$ cat src/wetp_pkg.sv
`timescale 1ns / 1ps
package wetp_pkg;

  typedef enum logic [3:0] {
    CMD_FRAME_SETUP    = 4'd0,
    CMD_SECTION_END    = 4'd1,
    CMD_RSP_START      = 4'd2,
    CMD_RSP_COMPLETE   = 4'd3,
    CMD_RSP_RESUME     = 4'd4,
    CMD_AUDIO_START    = 4'd5,
    CMD_AUDIO_COMPLETE = 4'd6,
    CMD_FRAME_END      = 4'd7,
    CMD_READ           = 4'd8
  } cmd_e;

  typedef enum logic [2:0] {
    ST_CLEAR,
    ST_IDLE,
    ST_EXEC,
    ST_RD,
    ST_WR,
    ST_DIV,
    ST_OUT
  } state_e;

  localparam logic [3:0] CH_FPS   = 4'd0;
  localparam logic [3:0] CH_TOTAL = 4'd1;
  localparam logic [3:0] CH_AUDIO = 4'd2;
  localparam logic [3:0] CH_UNIT0 = 4'd3;
  localparam logic [3:0] CH_TMEM  = 4'd5;
  localparam logic [3:0] CH_CBUSY = 4'd6;
  localparam logic [3:0] CH_PIPE  = 4'd7;

  // Up to five sample updates per item (frame_end).
  localparam int unsigned JOBS = 5;

  typedef struct packed {
    logic       clr;
    logic       latch;
    logic       exec;
    logic       rd;
    logic       wr;
    logic       div;
    logic       out_load;
    logic [2:0] job;
  } ctrl_cmd_t;

  typedef struct packed {
    logic [2:0] njobs;
    logic       clear_done;
    logic       out_full;
  } dp_status_t;

endpackage

$ cat src/wetp_ctrl.sv
`timescale 1ns / 1ps
module wetp_ctrl (
  input  logic                   clk_i,
  input  logic                   rst_ni,
  input  logic                   in_valid_i,
  output logic                   in_ready_o,
  input  wetp_pkg::dp_status_t   status_i,
  output wetp_pkg::ctrl_cmd_t    cmd_o
);
  import wetp_pkg::*;

  state_e     state_q, state_d;
  logic [2:0] job_q, job_d;

  always_ff @(posedge clk_i or negedge rst_ni) begin
    if (!rst_ni) begin
      state_q <= ST_CLEAR;
      job_q   <= '0;
    end else begin
      state_q <= state_d;
      job_q   <= job_d;
    end
  end

  always_comb begin
    state_d = state_q;
    job_d   = job_q;
    unique case (state_q)
      ST_CLEAR: if (status_i.clear_done) state_d = ST_IDLE;
      ST_IDLE:  if (in_valid_i) state_d = ST_EXEC;
      ST_EXEC: begin
        job_d   = '0;
        state_d = (status_i.njobs == 3'd0) ? ST_DIV : ST_RD;
      end
      ST_RD: state_d = ST_WR;
      ST_WR: begin
        if (job_q == status_i.njobs - 3'd1) begin
          state_d = ST_DIV;
        end else begin
          state_d = ST_RD;
          job_d   = job_q + 3'd1;
        end
      end
      ST_DIV: state_d = ST_OUT;
      ST_OUT: if (!status_i.out_full) state_d = ST_IDLE;
      default: state_d = ST_CLEAR;
    endcase
  end

  always_comb begin
    cmd_o      = '0;
    cmd_o.job  = job_q;
    in_ready_o = 1'b0;
    unique case (state_q)
      ST_CLEAR: cmd_o.clr = 1'b1;
      ST_IDLE: begin
        in_ready_o  = 1'b1;
        cmd_o.latch = in_valid_i;
      end
      ST_EXEC: cmd_o.exec = 1'b1;
      ST_RD:   cmd_o.rd   = 1'b1;
      ST_WR:   cmd_o.wr   = 1'b1;
      ST_DIV:  cmd_o.div  = 1'b1;
      ST_OUT:  cmd_o.out_load = !status_i.out_full;
      default: cmd_o = '0;
    endcase
  end

  assert property (@(posedge clk_i) disable iff (!rst_ni)
    state_q == ST_WR |-> job_q < status_i.njobs)
    else $error("sample update index beyond job count");
  assert property (@(posedge clk_i) disable iff (!rst_ni)
    in_valid_i && in_ready_o |=> state_q == ST_EXEC)
    else $error("accepted beat did not start execution");
  assert property (@(posedge clk_i) disable iff (!rst_ni)
    cmd_o.out_load |-> !status_i.out_full)
    else $error("result loaded over an untaken result");
endmodule

$ cat config.mk
export PLATFORM = sky130hd
export DESIGN_NAME = wetp_ctrl
export DESIGN_NICKNAME = d
export VERILOG_FILES = /design/src/wetp_pkg.sv /design/src/wetp_ctrl.sv
export SDC_FILE = /design/constraint.sdc
export NUM_CORES = 1
export LEC_CHECK = 0
export BUFFER_PORTS_ARGS = -buffer_cell sky130_fd_sc_hd__clkbuf_2
export CAP_MARGIN = 20
export CORE_AREA = 2 2 39 41
export DETAILED_ROUTE_END_ITERATION = 16
export DIE_AREA = 0 0 41 43
export HOLD_SLACK_MARGIN = 0.15
export MAX_ROUTING_LAYER = met4
export PLACE_DENSITY = 0.73
export SETUP_SLACK_MARGIN = 0.3
export SKIP_CTS_REPAIR_TIMING = 1
export SLEW_MARGIN = 30
export SYNTH_ARGS = -nofsm -noshare
export SYNTH_HDL_FRONTEND = slang
export SYNTH_SLANG_ARGS = --single-unit
$ cat constraint.sdc
create_clock -name clk_i -period 1.35 [get_ports clk_i]
set_input_delay 0.0675 -clock clk_i [delete_from_list [all_inputs] [get_ports clk_i]]
set_output_delay 0.0675 -clock clk_i [all_outputs]
set_load 0.03 [all_outputs]
==> results of run 1 <==
worst reg2reg max path, stage by stage, from the launching register on:
cell	delay [ns]
dfrtp_2	0.43
buf_6	0.13
or3b_4	0.43
buf_4	0.16
o21ai_2	0.10
nor2_1	0.05
o21ai_1	0.12
layout by cell type, fill, tap and decap left out, types with 2 or more instances in the layout:
cell	n
clkbuf_4	3
or3b_4	2
o21ai_1	2
inv_1	3
clkbuf_2	7
buf_2	3
buf_4	11
nand3_1	2
ha_1	3
nand2_1	3
buf_6	10
dfrtp_1	5
nor2_4	2
inv_2	2
dlygate4sd3_1	2
and2_1	3
final cells by class:
class,instances,area share
tap,16,0.0215
clock buffer,3,0.0242
inverter,6,0.0283
timing repair buffer,33,0.285
sequential,6,0.163
multi-input combinational,44,0.478
path summary, 6_finish.rpt:
| kind | start | to | slack [ns] | cells after the start |
|---|---|---|---|---|
| worst max register to register | state_q[0] | state_q[1] | -0.14 | 6 |
| worst max-delay path | state_q[0] | cmd_o[7] | -0.16 | 4 |
| min in group asynchronous | rst_ni | job_q[2] | 0.20 | 2 |
| max in group asynchronous | rst_ni | state_q[0] | 0.98 | 2 |
| worst min register to register | job_q[1] | job_q[1] | 0.58 | 2 |
| worst min-delay path | status_i[1] | state_q[0] | 0.19 | 3 |
cells by family after synthesis:
group / synth area share
mux: 0.0406
simple gates: 0.253
compound gates: 0.189
buf+inv: 0.0644
xor+xnor: 0.0955
fa+ha+maj: 0.0716
flops: 0.286
layer usage:
metal,global-route usage,wire length (um)
met1,0.199,647
met2,0.219,680
met3,0.0471,39
met4,0.0400,0
met5,-,0
cells in the mapped netlist:
cell / count
mux2i_1: 1
nor2b_1: 1
and2_1: 4
xnor2_1: 1
nand2_1: 3
nand3_1: 2
o31ai_1: 1
nor2_1: 3
o221ai_1: 1
nor3_1: 1
dfrtp_1: 6
o21ai_0: 1
clkbuf_1: 3
nor4b_1: 1
and2_2: 1
or3b_2: 1
nor2_2: 1
nand2b_1: 1
nand4b_1: 1
a21o_1: 1
o22ai_1: 1
ha_1: 3
inv_1: 6
a31oi_2: 1
a311oi_2: 1
a21oi_1: 1
o21ai_1: 3
mux2_2: 1
or3b_4: 1
o211ai_1: 1
xnor3_2: 1
xor2_1: 2
o41ai_1: 1
and3_1: 1
report_power, final:
| group | switching [mW] | internal (mW) |
|---|---|---|
| Combinational | 0.817 | 0.731 |
| Clock | 0.0561 | 0.100 |
| Sequential | 0.0901 | 0.256 |
| Total | 0.963 | 1.09 |
sequential cells by signal (all words and copies together) (netlist names):
name,flops
job_q,3
state_q,3
per-stage QoR:
| stage | hold WS, ns | power [mW] | setup slack [ns] | area [um^2] |
|---|---|---|---|---|
| final | 0.194 | 2.05 | -0.158 | 930 |
| after global routing | 0.193 | 2.18 | -0.197 | 930 |
| after CTS | -0.357 | 1.65 | -0.230 | 761 |
| after detailed placement | -0.0987 | 1.48 | -0.0478 | 738 |
| after global placement | -0.100 | 1.46 | -0.0333 | 738 |
| after floorplan | -0.228 | 1.13 | 0.0294 | 569 |
==> impl_metrics.json, run 1 <==
{
  "die_x_um": 41,
  "wl_per_cell_um": 12.7,
  "critPathMostFrequentCell": "buf_6",
  "final-setup-viol-count": 7,
  "crit_arrival_ns": 1.44,
  "cts_tree": "yes",
  "yosys_warnings": 0,
  "setup.worst_path.end_class": "output port",
  "first_global_vias": 444,
  "finClkSkew_ns": 0.00661,
  "layout-drive-gt1-share": 0.630,
  "die_h_um": 43,
  "n_antenna_cell": 0,
  "start_util": 0.379,
  "synth.distinct_cells": 34,
  "post-route-util": 0.672,
  "nets": 105,
  "netlist_area_um2": 524,
  "vdd_drop_max_v": 0.000973,
  "critPathSlowestCell": "dfrtp_2",
  "yosysSeqAreaShare": 0.286,
  "antenna_found_initial": 0,
  "period_needed_ns": 1.51,
  "num_io_pins": 19,
  "clk_latency_ns": 0.24,
  "fin_crit_sh": 1.12,
  "numCtsBuffers": 3,
  "wl_um": 1370,
  "slew_viol_final": 0,
  "synth_seq_cells": 6,
  "drc_errors": 0,
  "register_area_um2": 151,
  "setup_slack_ns": -0.158,
  "required_ns": 1.28,
  "ant_nets": 0,
  "powerDensity_mw_per_mm2": 2210,
  "multi_input_area_um2": 444,
  "vias": 539,
  "fillers": 91,
  "crit_family": "flip-flops",
  "drt_first_iter_violations": 5,
  "clock.fmax_mhz": 663,
  "worst_pin_slew_ns": 0.402,
  "gp_congestion": 0.755,
  "cp_num_buf_inv": 3,
  "dp_cells": 100,
  "critPathMaxStageDelay_ns": 0.43,
  "routed_via_density": 4.99,
  "violations": "negative setup slack",
  "cts_buffer_depth": 2,
  "totalNegativeSetupSlack_ns": -0.601,
  "grt_pass1_wl_um": 1770,
  "synth_top_area_frac": 0.286,
  "synth_area_per_cell_um2": 8.89,
  "postSynthNetCount": 70,
  "fp.coreArea_mm2": 0.00138,
  "fin_cells": 108,
  "hold_viol": 0,
  "clkSinkCount": 6,
  "status": "complete, but fails checks",
  "ys_top_cells_by_area": "dfrtp_1, ha_1, and2_1",
  "grt_usage": 0.151,
  "slew-limit-headroom": 0.731,
  "grt_overflow": 0,
  "clk_pin_slew_ns": 0.04,
  "htree_levels": 1,
  "hold_path.class": "input port to flip-flop",
  "hpwl_um": 932,
  "cp_cell_sequence": "buf_6 -> or3b_4 -> clkinvlp_4 -> buf_6",
  "drt_first_pass_iters": 3,
  "p_leak_nw": 0.442,
  "grt_max_degree": 8,
  "cap_violations": 0,
  "crit_type": "flip-flop to output port",
  "synthCells": 59,
  "synth_area_leader_cell": "dfrtp_1",
  "start_kind": "flip-flop",
  "num_rows": 14,
  "cts-root-buf": "clkbuf_4",
  "syn_to_final_growth_pct": 77.3,
  "portBuffers": 18,
  "rsz0062_at_grt": "true",
  "cp_max_fo": 4,
  "dieArea_mm2": 0.00176
}
Power figures use the tool's default switching activity.
==> run 2: changes to the inputs <==
ABC_AREA = 1   (was unset)
CORE_AREA = unset   (was 2 2 39 41)
CORE_MARGIN = 2   (was unset)
CORE_UTILIZATION = 42   (was unset)
DIE_AREA = unset   (was 0 0 41 43)
PLACE_DENSITY = 0.77   (was 0.73)
==> run 2 against run 1 <==
  * Sequential share of layout area decreased by 0.25 points
  * Area after synthesis increased by 4.1%
  * Critical endpoint is now cmd_o[2]
  * Core utilization increased by 16 points
  * Synthesized cell count increased by 44%
  * Fmax increased by 14%
  * Register-to-register slack improved by 0.17 ns
  * The run now ends clean
  * Sequential power increased by 15%
  * Wire length increased by 25%
  * Design area increased by 3.2%
  * Via count increased by 25%
==> impl_metrics.json, run 2 <==
{
  "fillers": 70,
  "slew_viol_final": 0,
  "start_kind": "flip-flop",
  "synth_top_area_frac": 0.275,
  "grt_overflow": 0,
  "hold_viol": 0,
  "status": "completed",
  "grt_usage": 0.187,
  "numCtsBuffers": 3,
  "clk_pin_slew_ns": 0.05,
  "r2r_cells": 6,
  "clock.fmax_mhz": 754,
  "worst_pin_slew_ns": 0.249,
  "cp_cell_sequence": "nand2_2 -> nor2_4 -> inv_2 -> nand2_1 -> inv_1 -> buf_6",
  "final-setup-viol-count": 0,
  "cap_violations": 0,
  "clk_latency_ns": 0.24,
  "synth_ff_type": "dfrtp_1",
  "finClkSkew_ns": 0.00411,
  "synth_area_leader_cell": "dfrtp_1",
  "postSynthNetCount": 96,
  "vdd_drop_max_v": 0.00171,
  "cts_tree": "yes",
  "num_io_pins": 19,
  "post-route-util": 0.830,
  "drt_first_iter_violations": 15,
  "crit_arrival_ns": 1.26,
  "rsz0062_at_grt": "true",
  "wl_um": 1710,
  "crit_type": "flip-flop to output port",
  "cp_max_fo": 7,
  "synthCells": 85,
  "slew-limit-headroom": 0.834,
  "layout_common_cells": "nand2_1, buf_6, inv_1, buf_4",
  "fin_cells": 133,
  "routed_via_density": 5.08,
  "required_ns": 1.28,
  "layout-drive-gt1-share": 0.563,
  "antenna_found_initial": 0,
  "ys_top_cells_by_area": "dfrtp_1, nand2_1, inv_1",
  "die_x_um": 40.0,
  "dieArea_mm2": 0.00160,
  "hpwl_um": 994,
  "drc_errors": 0,
  "vias": 676,
  "cp_num_buf_inv": 3,
  "yosys_warnings": 0,
  "ant_nets": 0,
  "dp_cells": 117,
  "syn_to_final_growth_pct": 75.9,
  "synth.most_common_cell": "nand2_1",
  "hold_ws_ns": 0.189,
  "top_regs": "job_q x3, state_q x3",
  "fin_crit_sh": 0.982,
  "synth_edf_count": 0,
  "clkSinkCount": 6,
  "yosysSeqAreaShare": 0.275,
  "crit_family": "flip-flops",
  "htree_levels": 1,
  "r2r_start": "state_q[1]",
  "r2r-end": "job_q[2]",
  "fp.coreArea_mm2": 0.00116,
  "die_h_um": 40.0,
  "grt_max_degree": 8,
  "powerDensity_mw_per_mm2": 2140,
  "critPathMaxStageDelay_ns": 0.48,
  "synthArstFlopShare": 1.00,
  "start_util": 0.472,
  "grt_pass1_wl_um": 1970,
  "synth_area_per_cell_um2": 6.42,
  "wl_per_cell_um": 12.9,
  "first_global_vias": 504,
  "num_rows": 12,
  "cts_buffer_depth": 2,
  "drt_first_pass_iters": 6,
  "gp_congestion": 0.789,
  "finalPower_mw": 2.05,
  "synth.distinct_cells": 19,
  "rrSetupSlack_ns": 0.03,
  "period_needed_ns": 1.33,
  "final_common_cell": "nand2_1",
  "p_leak_nw": 0.512,
  "n_antenna_cell": 0,
  "cts-root-buf": "clkbuf_4",
  "nets": 131,
  "synth_seq_cells": 6,
  "synth_top_cells_by_count": "nand2_1, inv_1, dfrtp_1, nor2_1",
  "portBuffers": 18,
  "hold_path.class": "input port to asynchronous set/reset pin",
  "setup.worst_path.end_class": "output port",
  "netlist_area_um2": 546,
  "critPathSlowestCell": "dfrtp_2"
}
run 2: cell types whose count changed after synthesis, sizes merged, moves of 4 or more:
cell,previous run,this run
and2,5,0
o21ai,4,0
inv,6,16
nor2,4,8
nand3,2,7
nand2,3,33
run 2: cell families (layout without fill, tap and decap cells):
logic type,after synthesis,after routing,share of synthesized area
AND/OR/NAND/NOR,54,54,0.470
adder cells (fa/ha/maj),3,3,0.0688
AO/OA/AOI/OAI,2,2,0.0229
XOR/XNOR,2,2,0.0321
buffers and inverters,18,52,0.131
flip-flops,6,6,0.275
run 2: per-layer routing:
| metal | track usage | vias up | part of all wire | wire (um) |
|---|---|---|---|---|
| met1 | 0.255 | 330 | 0.43 | 738 |
| met3 | 0 | 4 | 0.026 | 45 |
| met5 | - | - | 0 | 0 |
| met4 | 0.0776 | 0 | 0.018 | 30 |
| li1 | - | 326 | - | - |
| met2 | 0.294 | 16 | 0.52 | 899 |
run 2: worst max-delay path by stage:
stage | to | start | cells after the start
floorplan | job_q[2] | state_q[2] | 5
global placement | job_q[0] | status_i[2] | 10
detailed placement | job_q[0] | status_i[2] | 10
CTS | cmd_o[2] | state_q[0] | 6
global route | job_q[2] | job_q[0] | 9
finish | cmd_o[2] | state_q[0] | 6
run 2: power breakdown:
| group | total [mW] | switching (mW) | internal, mW |
|---|---|---|---|
| logic | 1.48 | 0.845 | 0.637 |
| registers | 0.397 | 0.142 | 0.255 |
| clock network | 0.171 | 0.0598 | 0.112 |
run 2: cell type report:
type	count	area, um^2	share of cell area
multi-input combinational	61	433	0.451
timing repair buffer	30	255	0.266
sequential	6	154	0.160
inverter	18	73.8	0.0769
clock buffer	4	26.3	0.0274
tap	14	17.5	0.0183
run 2: through the flow:
step | area, um^2 | setup TNS, ns | setup WS, ns
2_1_floorplan | 584 | 0 | 0.0455
3_3_place_gp | 692 | 0 | 0.106
3_5_place_dp | 692 | 0 | 0.0630
4_1_cts | 718 | -0.318 | -0.108
5_1_grt | 960 | -0.155 | -0.0370
6_report | 960 | 0 | 0.0242
run 2: worst reg2reg max path, stage by stage (launching register included):
cell and delay [ns]:
dfrtp_2 0.45, buf_6 0.15, nor3_4 0.24, nand2_2 0.15
nand2_1 0.11, nand2_1 0.06, nand2_1 0.09
==> run 3: changes to the inputs <==
CORE_MARGIN = 1.5   (was 2)
SKIP_CTS_REPAIR_TIMING = unset   (was 1)
==> run 3 against run 2 <==
  * The run now ends with negative setup slack left
  * Largest cell class unchanged
  * Sequential share of layout area is 1.2 points lower
  * Wire length is 39% higher
  * Fmax is 9.6% lower
  * Combinational power is 20% higher
  * Highest routed layer unchanged
  * Critical path depth stayed put
  * Clock power hardly changed
  * Critical endpoint is now job_q[2]
  * Core utilization is 6.8 points higher
  * Worst setup slack worse by 0.14 ns
  * Critical path type is now flip-flop to flip-flop
  * Clock skew hardly changed
==> impl_metrics.json, run 3 (same netlist as run 2, synthesis figures left out) <==
{
  "status": "complete, but fails checks",
  "violations": "negative setup slack",
  "final-setup-viol-count": 2,
  "hold_path.class": "input port to asynchronous set/reset pin",
  "r2r_start": "job_q[0]",
  "start_kind": "flip-flop",
  "rrSetupSlack_ns": -0.12,
  "grt_pass1_wl_um": 2600,
  "rsz0062_at_grt": "true",
  "slew-limit-headroom": 0.792,
  "cp_num_buf_inv": 1,
  "num_io_pins": 19,
  "numCtsBuffers": 3,
  "wl_per_cell_um": 16.9,
  "top_regs": "job_q x3, state_q x3",
  "drt_first_pass_iters": 4,
  "routed_via_density": 5.50,
  "crit_type": "flip-flop to flip-flop",
  "grt_usage": 0.263,
  "grt_overflow": 0,
  "vdd_drop_max_v": 0.00128,
  "p_leak_nw": 0.564,
  "die_h_um": 39.0,
  "clock.fmax_mhz": 682,
  "gp_congestion": 0.798,
  "hpwl_um": 963,
  "hold_viol": 0,
  "crit_arrival_ns": 1.63,
  "clk_latency_ns": 0.24,
  "grt_max_degree": 8,
  "r2r-end": "job_q[2]",
  "start_util": 0.472,
  "critPathSlowestCell": "dfrtp_1",
  "wl_um": 2380,
  "layout-drive-gt1-share": 0.583,
  "finClkSkew_ns": 0.00398,
  "nets": 139,
  "cp_cell_sequence": "buf_4 -> ha_1 -> xnor2_1 -> nor4_1 -> nand2_1 -> nand2_1",
  "setup.worst_path.end_class": "flip-flop",
  "fin_crit_sh": 1.09,
  "hold_ws_ns": 0.199,
  "layout_common_cells": "nand2_1, buf_4, buf_6, inv_1, nand2_2",
  "cts-root-buf": "clkbuf_4",
  "htree_levels": 1,
  "antenna_found_initial": 0,
  "r2r_cells": 6,
  "portBuffers": 18,
  "dieArea_mm2": 0.00152,
  "worst_pin_slew_ns": 0.309,
  "num_rows": 12,
  "cts_buffer_depth": 2,
  "preCtsSetupSlack_ns": 0.0617,
  "startpoint": "job_q[0]",
  "critPathMostFrequentCell": "nand2_1",
  "setup_slack_ns": -0.117,
  "required_ns": 1.52,
  "syn_to_final_growth_pct": 90.4,
  "final_common_cell": "nand2_1",
  "cts_tree": "yes",
  "slew_viol_final": 0,
  "vias": 776,
  "first_global_vias": 628,
  "cp.depth": 6,
  "cp_max_fo": 5,
  "cap_violations": 0,
  "clkSinkCount": 6,
  "die_x_um": 39.0,
  "n_antenna_cell": 0,
  "ant_nets": 0,
  "fp.coreArea_mm2": 0.00116,
  "critPathMaxStageDelay_ns": 0.42,
  "crit_family": "simple AND/OR/NAND/NOR gates",
  "drt_first_iter_violations": 37,
  "fillers": 53,
  "clk_pin_slew_ns": 0.05,
  "powerDensity_mw_per_mm2": 2260,
  "drc_errors": 0,
  "period_needed_ns": 1.47
}
## run 3: timing repair
action | in CTS | in global routing
gates resized for setup | 26 | 29
pin swaps | 4 | 7
hold buffers | 1 | 0
setup endpoints to repair | 17 | 17
setup buffers | 12 | 7
hold endpoints to repair | 6 | 0
## run 3: layer usage
layer	track usage	part of all wire	up-vias
met5	-	0	-
met4	0.0948	0.035	0
met3	0.0116	0.067	10
met2	0.483	0.53	50
met1	0.300	0.37	369
li1	-	-	347
## run 3: worst max path at each step
stage                to
2_1_floorplan  job_q[2]
4_1_cts        cmd_o[2]
6_report       job_q[2]
3_3_place_gp   job_q[0]
3_5_place_dp   job_q[0]
5_1_grt        job_q[2]
## run 3: power breakdown
| part | internal, mW | total, mW | switching [mW] |
|---|---|---|---|
| Clock | 0.112 | 0.172 | 0.0600 |
| Combinational | 0.794 | 1.78 | 0.985 |
| Sequential | 0.255 | 0.399 | 0.145 |
## run 3: cell type report
cell class                      instances  area [um^2]  share of cell area
Clock buffer                            4         26.3              0.0253
Tap cell                               14         17.5              0.0169
Timing Repair Buffer                   38          340               0.328
Inverter                               18         78.8              0.0759
Sequential cell                         6          154               0.148
Multi-Input combinational cell         61          422               0.406
## run 3: per-stage QoR
stage	area, um^2	utilization	total power, mW	TNS [ns]	cells
floorplan	584	-	1.11	0	85
global placement	692	0.598	1.31	0	117
detailed placement	692	0.598	1.33	0	117
CTS	915	0.791	1.91	0	134
global route	1040	0.898	2.46	-0.498	141
finish	1040	0.898	2.35	-0.118	141
